===== config.mk =====
export PLATFORM = sky130hd
export DESIGN_NAME = lod_dither_threshold_select_unit
export DESIGN_NICKNAME = d
export VERILOG_FILES = /design/src/hdl/lodts_pkg.sv /design/src/hdl/lod_dither_threshold_select_unit.sv /design/src/hdl/lodts_cfg.sv /design/src/hdl/lodts_noise.sv
export SDC_FILE = /design/constraint.sdc
export NUM_CORES = 2
export LEC_CHECK = 0
export ABC_AREA = 0
export BUFFER_PORTS_ARGS = -buffer_cell sky130_fd_sc_hd__buf_2
export CORE_MARGIN = 10
export CORE_UTILIZATION = 62
export DETAILED_ROUTE_END_ITERATION = 8
export MAX_ROUTING_LAYER = met4
export PLACE_DENSITY_LB_ADDON = 0.1
export SLEW_MARGIN = 20
export SYNTH_ARGS = -nofsm -noshare
export SYNTH_HDL_FRONTEND = slang
export SYNTH_SLANG_ARGS = --single-unit

===== constraint.sdc =====
create_clock -name clk -period 19.34 [get_ports clk]
set_input_delay 1.934 -clock clk [delete_from_list [all_inputs] [get_ports clk]]
set_output_delay 1.934 -clock clk [all_outputs]
set_load 0.05 [all_outputs]

===== src/hdl/lodts_pkg.sv =====
// Shared constants, tables and types for the LOD dither threshold select unit.
`timescale 1ns / 1ps

package lodts_pkg;

	// Coordinate bits of pixel_x and pixel_y that take part in the pattern.
	localparam int COORD_BITS = 16;
	localparam int PIX_W      = 16;
	localparam logic [PIX_W-1:0] COORD_MASK = PIX_W'((33'd1 << COORD_BITS) - 33'd1);

	localparam int BLEND_W    = 17;
	localparam int THR_W      = 16;
	localparam int MODE_W     = 2;
	localparam int STRENGTH_W = 9;
	localparam int FRAME_W    = 16;

	// Configuration port.
	localparam int CFG_IDX_W  = 2;
	localparam int CFG_DATA_W = 16;
	localparam logic [CFG_IDX_W-1:0] REG_PATTERN_MODE  = 2'd0;
	localparam logic [CFG_IDX_W-1:0] REG_STRENGTH      = 2'd1;
	localparam logic [CFG_IDX_W-1:0] REG_JITTER_ENABLE = 2'd2;
	localparam logic [CFG_IDX_W-1:0] REG_FRAME_NUMBER  = 2'd3;

	// Pattern modes.
	localparam logic [MODE_W-1:0] MODE_BAYER4   = 2'd0;
	localparam logic [MODE_W-1:0] MODE_BAYER8   = 2'd1;
	localparam logic [MODE_W-1:0] MODE_NOISE    = 2'd2;
	localparam logic [MODE_W-1:0] MODE_TEMPORAL = 2'd3;

	localparam logic [MODE_W-1:0]     RESET_MODE     = MODE_BAYER8;
	localparam logic [STRENGTH_W-1:0] STRENGTH_ONE   = 9'd256;
	localparam logic [STRENGTH_W-1:0] RESET_STRENGTH = STRENGTH_ONE;

	// Noise coordinate offsets per frame; frame*47 plus a coordinate fits 22 bits.
	localparam int OFF_W = 22;
	localparam int ODD_W = OFF_W + 1;
	localparam logic [OFF_W-1:0] FRAME_X_STEP = 22'd47;
	localparam logic [OFF_W-1:0] FRAME_Y_STEP = 22'd31;

	// Gradient noise coefficients: inner terms in Q0.32, outer scale 52 + frac.
	localparam int INNER_W = 33;
	localparam int FRAC_W  = 32;
	localparam logic [INNER_W-1:0] NOISE_A_Q32      = 33'd288237660;
	localparam logic [INNER_W-1:0] NOISE_B_Q32      = 33'd25070368;
	localparam logic [FRAC_W-1:0]  NOISE_C_INT      = 32'd52;
	localparam logic [FRAC_W-1:0]  NOISE_C_FRAC_Q32 = 32'd4221604530;

	localparam int SUM_W = 25;
	localparam logic [THR_W-1:0] HALF_Q16 = 16'd32768;

	localparam logic [3:0] BAYER4 [16] = '{
		4'd0,  4'd8,  4'd2,  4'd10,
		4'd12, 4'd4,  4'd14, 4'd6,
		4'd3,  4'd11, 4'd1,  4'd9,
		4'd15, 4'd7,  4'd13, 4'd5
	};

	localparam logic [5:0] BAYER8 [64] = '{
		6'd0,  6'd32, 6'd8,  6'd40, 6'd2,  6'd34, 6'd10, 6'd42,
		6'd48, 6'd16, 6'd56, 6'd24, 6'd50, 6'd18, 6'd58, 6'd26,
		6'd12, 6'd44, 6'd4,  6'd36, 6'd14, 6'd46, 6'd6,  6'd38,
		6'd60, 6'd28, 6'd52, 6'd20, 6'd62, 6'd30, 6'd54, 6'd22,
		6'd3,  6'd35, 6'd11, 6'd43, 6'd1,  6'd33, 6'd9,  6'd41,
		6'd51, 6'd19, 6'd59, 6'd27, 6'd49, 6'd17, 6'd57, 6'd25,
		6'd15, 6'd47, 6'd7,  6'd39, 6'd13, 6'd45, 6'd5,  6'd37,
		6'd63, 6'd31, 6'd55, 6'd23, 6'd61, 6'd29, 6'd53, 6'd21
	};

	typedef struct packed {
		logic [MODE_W-1:0]     mode;
		logic [STRENGTH_W-1:0] strength;   // already limited to 256
		logic                  jitter;
		logic [OFF_W-1:0]      off_x;      // frame * 47
		logic [OFF_W-1:0]      off_y;      // frame * 31
	} cfg_t;

	// Load enables of the noise pipeline stages.
	typedef struct packed {
		logic s2;
		logic s3;
		logic s4;
	} noise_en_t;

endpackage


===== src/hdl/lod_dither_threshold_select_unit.sv =====
// Top level of the LOD dither threshold select unit: seven-stage pixel pipeline.
`timescale 1ns / 1ps
// Throughput: one pixel per cycle while the output is not stalled; each stage
// loads when it is empty or when the stage after it moves, so bubbles close
// up behind a stalled output.
// Reset clears all valid bits and returns the registers to Bayer 8x8 mode,
// full strength, jitter on and frame zero; it takes effect at once.
module lod_dither_threshold_select_unit (
	input  logic                                clk,
	input  logic                                arst_n,
	input  logic                                cfg_we,
	input  logic [lodts_pkg::CFG_IDX_W-1:0]     cfg_index,
	input  logic [lodts_pkg::CFG_DATA_W-1:0]    cfg_data,
	input  logic                                in_valid,
	output logic                                in_stall,
	input  logic [lodts_pkg::PIX_W-1:0]         pixel_x,
	input  logic [lodts_pkg::PIX_W-1:0]         pixel_y,
	input  logic [lodts_pkg::BLEND_W-1:0]       blend_fraction,
	output logic                                out_valid,
	input  logic                                out_stall,
	output logic [lodts_pkg::THR_W-1:0]         threshold_q16,
	output logic                                draw_first_level
);

	lodts_pkg::cfg_t      cfg;
	lodts_pkg::noise_en_t noise_en;

	// Stage valid bits and load enables. A stage loads when it holds nothing
	// or when its content moves on into the next stage in the same cycle.
	logic v_s1, v_s2, v_s3, v_s4, v_s5, v_s6, v_s7;
	logic en_s1, en_s2, en_s3, en_s4, en_s5, en_s6, en_s7;

	assign en_s7 = !v_s7 || !out_stall;
	assign en_s6 = !v_s6 || en_s7;
	assign en_s5 = !v_s5 || en_s6;
	assign en_s4 = !v_s4 || en_s5;
	assign en_s3 = !v_s3 || en_s4;
	assign en_s2 = !v_s2 || en_s3;
	assign en_s1 = !v_s1 || en_s2;

	assign in_stall = !en_s1;

	always_ff @(posedge clk or negedge arst_n) begin
		if (!arst_n) begin
			v_s1 <= 1'b0;
			v_s2 <= 1'b0;
			v_s3 <= 1'b0;
			v_s4 <= 1'b0;
			v_s5 <= 1'b0;
			v_s6 <= 1'b0;
			v_s7 <= 1'b0;
		end else begin
			if (en_s1) v_s1 <= in_valid;
			if (en_s2) v_s2 <= v_s1;
			if (en_s3) v_s3 <= v_s2;
			if (en_s4) v_s4 <= v_s3;
			if (en_s5) v_s5 <= v_s4;
			if (en_s6) v_s6 <= v_s5;
			if (en_s7) v_s7 <= v_s6;
		end
	end

	lodts_cfg u_cfg (
		.clk       (clk),
		.arst_n    (arst_n),
		.cfg_we    (cfg_we),
		.cfg_index (cfg_index),
		.cfg_data  (cfg_data),
		.cfg       (cfg)
	);

	// Stage 1: mask the coordinates, add the frame offsets and look up the
	// Bayer value that the mode asks for (4x4 in mode zero, 8x8 otherwise).
	logic [lodts_pkg::PIX_W-1:0]   x_m;
	logic [lodts_pkg::PIX_W-1:0]   y_m;
	logic [lodts_pkg::OFF_W-1:0]   ox;
	logic [lodts_pkg::OFF_W-1:0]   oy;
	logic [lodts_pkg::THR_W-1:0]   bayer4_v;
	logic [lodts_pkg::THR_W-1:0]   bayer8_v;
	logic [lodts_pkg::ODD_W-1:0]   odd_x_s1;
	logic [lodts_pkg::ODD_W-1:0]   odd_y_s1;
	logic [lodts_pkg::THR_W-1:0]   bay_s1, bay_s2, bay_s3, bay_s4;
	logic [lodts_pkg::BLEND_W-1:0] blend_s1, blend_s2, blend_s3, blend_s4;
	logic [lodts_pkg::BLEND_W-1:0] blend_s5, blend_s6;

	assign x_m      = pixel_x & lodts_pkg::COORD_MASK;
	assign y_m      = pixel_y & lodts_pkg::COORD_MASK;
	assign ox       = lodts_pkg::OFF_W'(x_m) + cfg.off_x;
	assign oy       = lodts_pkg::OFF_W'(y_m) + cfg.off_y;
	assign bayer4_v = {lodts_pkg::BAYER4[{y_m[1:0], x_m[1:0]}], 12'd0};
	assign bayer8_v = {lodts_pkg::BAYER8[{y_m[2:0], x_m[2:0]}], 10'd0};

	always_ff @(posedge clk) begin
		if (en_s1) begin
			odd_x_s1 <= {ox, 1'b1};
			odd_y_s1 <= {oy, 1'b1};
			bay_s1   <= (cfg.mode == lodts_pkg::MODE_BAYER4) ? bayer4_v : bayer8_v;
			blend_s1 <= blend_fraction;
		end
	end

	// Stages 2 to 4: the noise pipeline; the Bayer value and blend ride along.
	logic [lodts_pkg::THR_W-1:0] noise;

	assign noise_en.s2 = en_s2;
	assign noise_en.s3 = en_s3;
	assign noise_en.s4 = en_s4;

	lodts_noise u_noise (
		.clk      (clk),
		.en       (noise_en),
		.odd_x_s1 (odd_x_s1),
		.odd_y_s1 (odd_y_s1),
		.noise    (noise)
	);

	always_ff @(posedge clk) begin
		if (en_s2) begin
			bay_s2   <= bay_s1;
			blend_s2 <= blend_s1;
		end
		if (en_s3) begin
			bay_s3   <= bay_s2;
			blend_s3 <= blend_s2;
		end
		if (en_s4) begin
			bay_s4   <= bay_s3;
			blend_s4 <= blend_s3;
		end
	end

	// Stage 5: pick the raw threshold. Temporal mode adds a quarter of the
	// noise to the 8x8 value and wraps modulo one when jitter is on.
	logic [lodts_pkg::THR_W-1:0] t_sel;
	logic [lodts_pkg::THR_W-1:0] t_s5;

	always_comb begin
		case (cfg.mode)
			lodts_pkg::MODE_NOISE: begin
				t_sel = noise;
			end
			lodts_pkg::MODE_TEMPORAL: begin
				t_sel = cfg.jitter ? bay_s4 + {2'b00, noise[lodts_pkg::THR_W-1:2]} : bay_s4;
			end
			default: begin
				t_sel = bay_s4;
			end
		endcase
	end

	always_ff @(posedge clk) begin
		if (en_s5) begin
			t_s5     <= t_sel;
			blend_s5 <= blend_s4;
		end
	end

	// Stage 6: pull the threshold toward one half by the strength factor.
	// The weighted sum stays below 2^24, so bits 23:8 are the full result.
	logic [lodts_pkg::SUM_W-1:0] half_term;
	logic [lodts_pkg::SUM_W-1:0] pat_term;
	logic [lodts_pkg::SUM_W-1:0] mix_sum;
	logic [lodts_pkg::THR_W-1:0] thr_s6;

	assign half_term = lodts_pkg::SUM_W'(lodts_pkg::HALF_Q16) *
	                   lodts_pkg::SUM_W'(lodts_pkg::STRENGTH_ONE - cfg.strength);
	assign pat_term  = lodts_pkg::SUM_W'(t_s5) * lodts_pkg::SUM_W'(cfg.strength);
	assign mix_sum   = half_term + pat_term;

	always_ff @(posedge clk) begin
		if (en_s6) begin
			thr_s6   <= mix_sum[8 +: lodts_pkg::THR_W];
			blend_s6 <= blend_s5;
		end
	end

	// Stage 7: output register with the level decision.
	logic [lodts_pkg::THR_W-1:0] thr_s7;
	logic                        draw_s7;

	always_ff @(posedge clk) begin
		if (en_s7) begin
			thr_s7  <= thr_s6;
			draw_s7 <= blend_s6 < lodts_pkg::BLEND_W'(thr_s6);
		end
	end

	assign out_valid        = v_s7;
	assign threshold_q16    = thr_s7;
	assign draw_first_level = draw_s7;

endmodule


===== src/hdl/lodts_cfg.sv =====
// Configuration registers with precomputed per-frame noise offsets.
`timescale 1ns / 1ps

module lodts_cfg (
	input  logic                                  clk,
	input  logic                                  arst_n,
	input  logic                                  cfg_we,
	input  logic [lodts_pkg::CFG_IDX_W-1:0]       cfg_index,
	input  logic [lodts_pkg::CFG_DATA_W-1:0]      cfg_data,
	output lodts_pkg::cfg_t                       cfg
);

	logic [lodts_pkg::MODE_W-1:0]     mode_q;
	logic [lodts_pkg::STRENGTH_W-1:0] strength_q;
	logic                             jitter_q;
	logic [lodts_pkg::OFF_W-1:0]      off_x_q;
	logic [lodts_pkg::OFF_W-1:0]      off_y_q;
	logic [lodts_pkg::FRAME_W-1:0]    frame_w;

	assign frame_w = cfg_data[lodts_pkg::FRAME_W-1:0];

	// The frame offsets are formed when the frame number is written, so the
	// pixel path only adds them.
	always_ff @(posedge clk or negedge arst_n) begin
		if (!arst_n) begin
			mode_q     <= lodts_pkg::RESET_MODE;
			strength_q <= lodts_pkg::RESET_STRENGTH;
			jitter_q   <= 1'b1;
			off_x_q    <= '0;
			off_y_q    <= '0;
		end else if (cfg_we) begin
			unique case (cfg_index)
				lodts_pkg::REG_PATTERN_MODE: begin
					mode_q <= cfg_data[lodts_pkg::MODE_W-1:0];
				end
				lodts_pkg::REG_STRENGTH: begin
					strength_q <= cfg_data[lodts_pkg::STRENGTH_W-1:0];
				end
				lodts_pkg::REG_JITTER_ENABLE: begin
					jitter_q <= cfg_data[0];
				end
				lodts_pkg::REG_FRAME_NUMBER: begin
					off_x_q <= lodts_pkg::OFF_W'(frame_w) * lodts_pkg::FRAME_X_STEP;
					off_y_q <= lodts_pkg::OFF_W'(frame_w) * lodts_pkg::FRAME_Y_STEP;
				end
			endcase
		end
	end

	always_comb begin
		cfg.mode     = mode_q;
		cfg.strength = (strength_q > lodts_pkg::STRENGTH_ONE) ? lodts_pkg::STRENGTH_ONE
		                                                       : strength_q;
		cfg.jitter   = jitter_q;
		cfg.off_x    = off_x_q;
		cfg.off_y    = off_y_q;
	end

endmodule


===== src/hdl/lodts_noise.sv =====
// Three-stage interleaved gradient noise pipeline.
`timescale 1ns / 1ps

module lodts_noise (
	input  logic                              clk,
	input  lodts_pkg::noise_en_t              en,
	input  logic [lodts_pkg::ODD_W-1:0]       odd_x_s1,
	input  logic [lodts_pkg::ODD_W-1:0]       odd_y_s1,
	output logic [lodts_pkg::THR_W-1:0]       noise
);

	logic [lodts_pkg::INNER_W-1:0] pa_s2;
	logic [lodts_pkg::INNER_W-1:0] pb_s2;
	logic [lodts_pkg::INNER_W-1:0] inner;
	logic [lodts_pkg::FRAC_W-1:0]  f_s3;
	logic [lodts_pkg::FRAC_W-1:0]  p52_s4;
	logic [lodts_pkg::FRAC_W-1:0]  phi_s4;
	logic [2*lodts_pkg::FRAC_W-1:0] frac_prod;
	logic [lodts_pkg::FRAC_W-1:0]  outer;

	assign inner     = pa_s2 + pb_s2;
	assign frac_prod = (2*lodts_pkg::FRAC_W)'(lodts_pkg::NOISE_C_FRAC_Q32) *
	                   (2*lodts_pkg::FRAC_W)'(f_s3);
	assign outer     = p52_s4 + phi_s4;
	assign noise     = outer[lodts_pkg::FRAC_W-1 -: lodts_pkg::THR_W];

	// Only the low 33 bits of each inner product matter, as the sum wraps.
	always_ff @(posedge clk) begin
		if (en.s2) begin
			pa_s2 <= lodts_pkg::NOISE_A_Q32 * lodts_pkg::INNER_W'(odd_x_s1);
			pb_s2 <= lodts_pkg::NOISE_B_Q32 * lodts_pkg::INNER_W'(odd_y_s1);
		end
		if (en.s3) begin
			f_s3 <= inner[lodts_pkg::INNER_W-1:1];
		end
		if (en.s4) begin
			p52_s4 <= f_s3 * lodts_pkg::NOISE_C_INT;
			phi_s4 <= frac_prod[2*lodts_pkg::FRAC_W-1 -: lodts_pkg::FRAC_W];
		end
	end

endmodule


==> flow_metrics.py <==
metrics = {
    "global_routing": {
        "grt.total_usage_pct": 25.9,
        "grt_pass1_wl_um": 197000,
        "grt_max_degree": 81,
        "antenna_found_initial": 2,
        "grt_pass1_vias": 37435,
        "overflow": 0,
    },
    "floorplan": {
        "row_count": 108,
        "die_h_um": 317,
        "die_w_um": 317,
        "initial_core_util_pct": 62.7,
        "io_pins": 91,
        "die-area_um2": 100000,
        "placeableCoreArea_um2": 87000,
    },
    "clock_tree": {
        "ctsResizeCount": 0,
        "path_clk_slew_ns": 0.06,
        "htree_levels": 2,
        "cts_tree": "built",
        "clock_sinks": 422,
        "cts-root-buf": "clkbuf_16",
        "hold_buffers": 0,
        "worstSkewPairLatency_ns": 0.65,
        "cts_inserted_buffers": 51,
        "post_cts_buffers": 0,
        "cts_buffer_depth": 3,
    },
    "job": {
        "cap_violations": 0,
    },
    "critical_path": {
        "cp.arrival_ns": 8.54,
        "required_ns": 19.73,
        "cp-end-kind": "flop",
        "crit_path_max_fanout": 12,
        "critPathLaunchType": "flop",
        "crit_type": "flop to flop",
    },
    "sta": {
        "drv_slew": 0,
        "finalHoldViolCount": 0,
        "rsz0062_at_grt": "false",
        "tightest_slew_ns": 1.04,
        "max_freq_ghz": 0.123,
        "period_needed_ns": 8.15,
        "slew_headroom_pct": 30.2,
        "skew_ns": 0.0286,
        "setup_viol": 0,
        "tns_ns": 0,
        "period_share_pct": 42.1,
    },
    "finish": {
        "area_growth_syn_to_layout_pct": 6.70,
        "nets": 6950,
        "final_design_area_no_fill_um2": 58200,
        "drive_above_1_share_pct": 4.64,
        "instances_no_fill": 6369,
    },
    "place": {
        "port_buffers": 90,
        "dpl.hpwl_um": 102000,
        "gp_congestion": 0.929,
        "dpl_cell_area_um2": 56400,
        "place_inst": 6273,
    },
    "synthesis": {
        "syn_area_um2": 54600,
        "synth-main-ff-cell": "edfxtp_1",
        "ys_ff_latch": 422,
        "synthCells": 5056,
        "yosys_warnings": 0,
        "syn_nets": 6835,
        "async_flop_share_pct": 14.0,
        "synth_cell_types": 85,
        "synth_edf_count": 363,
        "post_synth.cell_area_avg_um2": 10.8,
        "yosysSeqAreaShare_pct": 22.7,
    },
    "detailed_routing": {
        "route.vias.total": 34412,
        "drt-initial-drc-count": 2121,
        "drt-pass1-iter-count": 7,
        "drc": 0,
        "wl_per_cell_um": 18.9,
        "drtAntennaViolNets": 0,
        "wl_um": 120000,
        "viasPerCell": 5.40,
    },
    "outcome": {
        "status": "completed",
    },
    "worst_hold_path": {
        "worstHoldPathType": "flop to flop",
    },
}
-- critical path, cell delays in order, from the launching register on --
cell and delay [ns]:
edfxtp_1 0.76, inv_1 0.16, fa_1 0.60, inv_1 0.07
ha_1 0.30, xor2_1 0.17, fa_1 0.51, fa_1 0.50
inv_1 0.06, fa_1 0.47, inv_1 0.05, fa_1 0.44
fa_1 0.49, inv_1 0.05, fa_1 0.51, inv_1 0.05
ha_1 0.31, a21o_1 0.19, a21o_1 0.21, a211oi_1 0.24
o21ai_1 0.14, a22oi_2 0.33, nand3_2 0.19, o21bai_1 0.28
a21oi_1 0.16, or2_1 0.29, a311o_1 0.35
-- kinds of logic after synthesis --
kind of cell             after synthesis  share of synthesized area [%]
buffers and inverters               1327                           9.15
AO/OA/AOI/OAI                        587                           7.05
multiplexers                          22                          0.445
adder cells (fa/ha/maj)             1707                           49.9
AND/OR/NAND/NOR                      724                           6.43
XOR/XNOR                             267                           4.29
flip-flops                           422                           22.7
-- synth_stat cells (all sizes together) (6+ instances only) --
library cell	count	area share, %
buf	14	0.12
nand2b	32	0.37
o211ai	13	0.18
a21boi	14	0.19
a21o	100	1.4
a21oi	162	1.5
a211oi	17	0.25
o21bai	19	0.26
or2	10	0.11
o22ai	8	0.092
ha	922	21
o311ai	6	0.11
and2	43	0.49
o21a	23	0.32
and3	26	0.30
nor4	7	0.092
nor3	57	0.52
inv	1281	8.8
o2111ai	7	0.11
nor2b	34	0.39
nand3b	7	0.096
a2111oi	9	0.17
nand3	57	0.54
xnor2	198	3.2
nor2	138	0.95
a31oi	22	0.26
edfxtp	363	20
mux2	18	0.37
o21ai	127	1.2
nor3b	9	0.12
nand4	21	0.24
fa	785	29
o31ai	9	0.13
clkbuf	32	0.22
or3	27	0.31
dfrtp	56	2.6
a311oi	6	0.096
a211o	6	0.096
xor2	69	1.1
nand2	242	1.7
-- state kept, by name, indices dropped and copies added, names as in the netlist, 9 cells and up --
name              flops
u_noise.f_s3         30
u_noise.pa_s2        30
u_noise.phi_s4       29
u_noise.p52_s4       28
u_noise.pb_s2        27
odd_x_s1             22
odd_y_s1             22
u_cfg.off_x_q        22
u_cfg.off_y_q        18
blend_s1             17
blend_s2             17
blend_s3             17
blend_s4             17
blend_s5             17
blend_s6             17
t_s5                 16
thr_s6               16
threshold_q16        16
u_cfg.strength_q      9
-- area by class of cell --
class                           count  area (um2)
Fill cell                        6968       28800
Tap cell                         1155        1450
Clock buffer                       59        1310
Timing Repair Buffer              108         586
Multi-Input combinational cell   3307       37200
Sequential cell                   422       12400
Antenna cell                        2        5.00
Inverter                         1281        4810
Clock inverter                     35         470
-- per-layer routing --
metal	GRT usage, %	part of all wire [%]
met2	42.5	48
met4	7.18	3.0
met3	3.79	4.6
met5	-	0
met1	33.5	44
-- per-stage QoR --
stage	util, %	hold WS, ns	setup WS, ns
after floorplan	-	0.400	11.93
after global placement	64.8	0.401	11.37
after detailed placement	64.8	0.405	11.18
after CTS	66.9	0.415	11.19
after global routing	66.9	0.423	10.81
final	66.9	0.412	11.19
-- placed cells by master (no fill, tap or decap), types with 27 or more instances in the layout --
| master | Yosys | layout |
|---|---|---|
| a21oi_1 | 160 | 160 |
| o21ai_0 | 115 | 115 |
| xnor2_1 | 198 | 198 |
| inv_1 | 1280 | 1279 |
| nor2b_1 | 33 | 32 |
| fa_1 | 785 | 785 |
| and2_1 | 43 | 43 |
| edfxtp_1 | 363 | 363 |
| buf_2 | 0 | 90 |
| nand2b_1 | 32 | 32 |
| nand3_1 | 55 | 53 |
| xor2_1 | 69 | 69 |
| a21o_1 | 100 | 100 |
| nand2_1 | 242 | 241 |
| clkbuf_16 | 0 | 51 |
| ha_1 | 922 | 922 |
| nor2_1 | 138 | 138 |
| nor3_1 | 57 | 57 |
| dfrtp_1 | 56 | 56 |
| or3_1 | 27 | 27 |
-- path summary, 6_finish.rpt --
| check | from | end | slack, ns | depth (start not counted) |
|---|---|---|---|---|
| worst max-delay path | u_noise.f_s3[6] | u_noise.phi_s4[25] | 11.19 | 26 |
| worst min-delay path | blend_s1[12] | blend_s2[12] | 0.41 | 0 |
| worst max register to register | u_noise.f_s3[6] | u_noise.phi_s4[25] | 11.19 | 26 |
| worst min register to register | blend_s1[12] | blend_s2[12] | 0.41 | 0 |
| max in group asynchronous | arst_n | out_valid | 17.32 | 2 |
| min in group asynchronous | arst_n | u_cfg.off_y_q[19] | 1.42 | 2 |
Power is not shown: default switching activity piles up to over one toggle a cycle in this logic, so the estimate is an artifact.
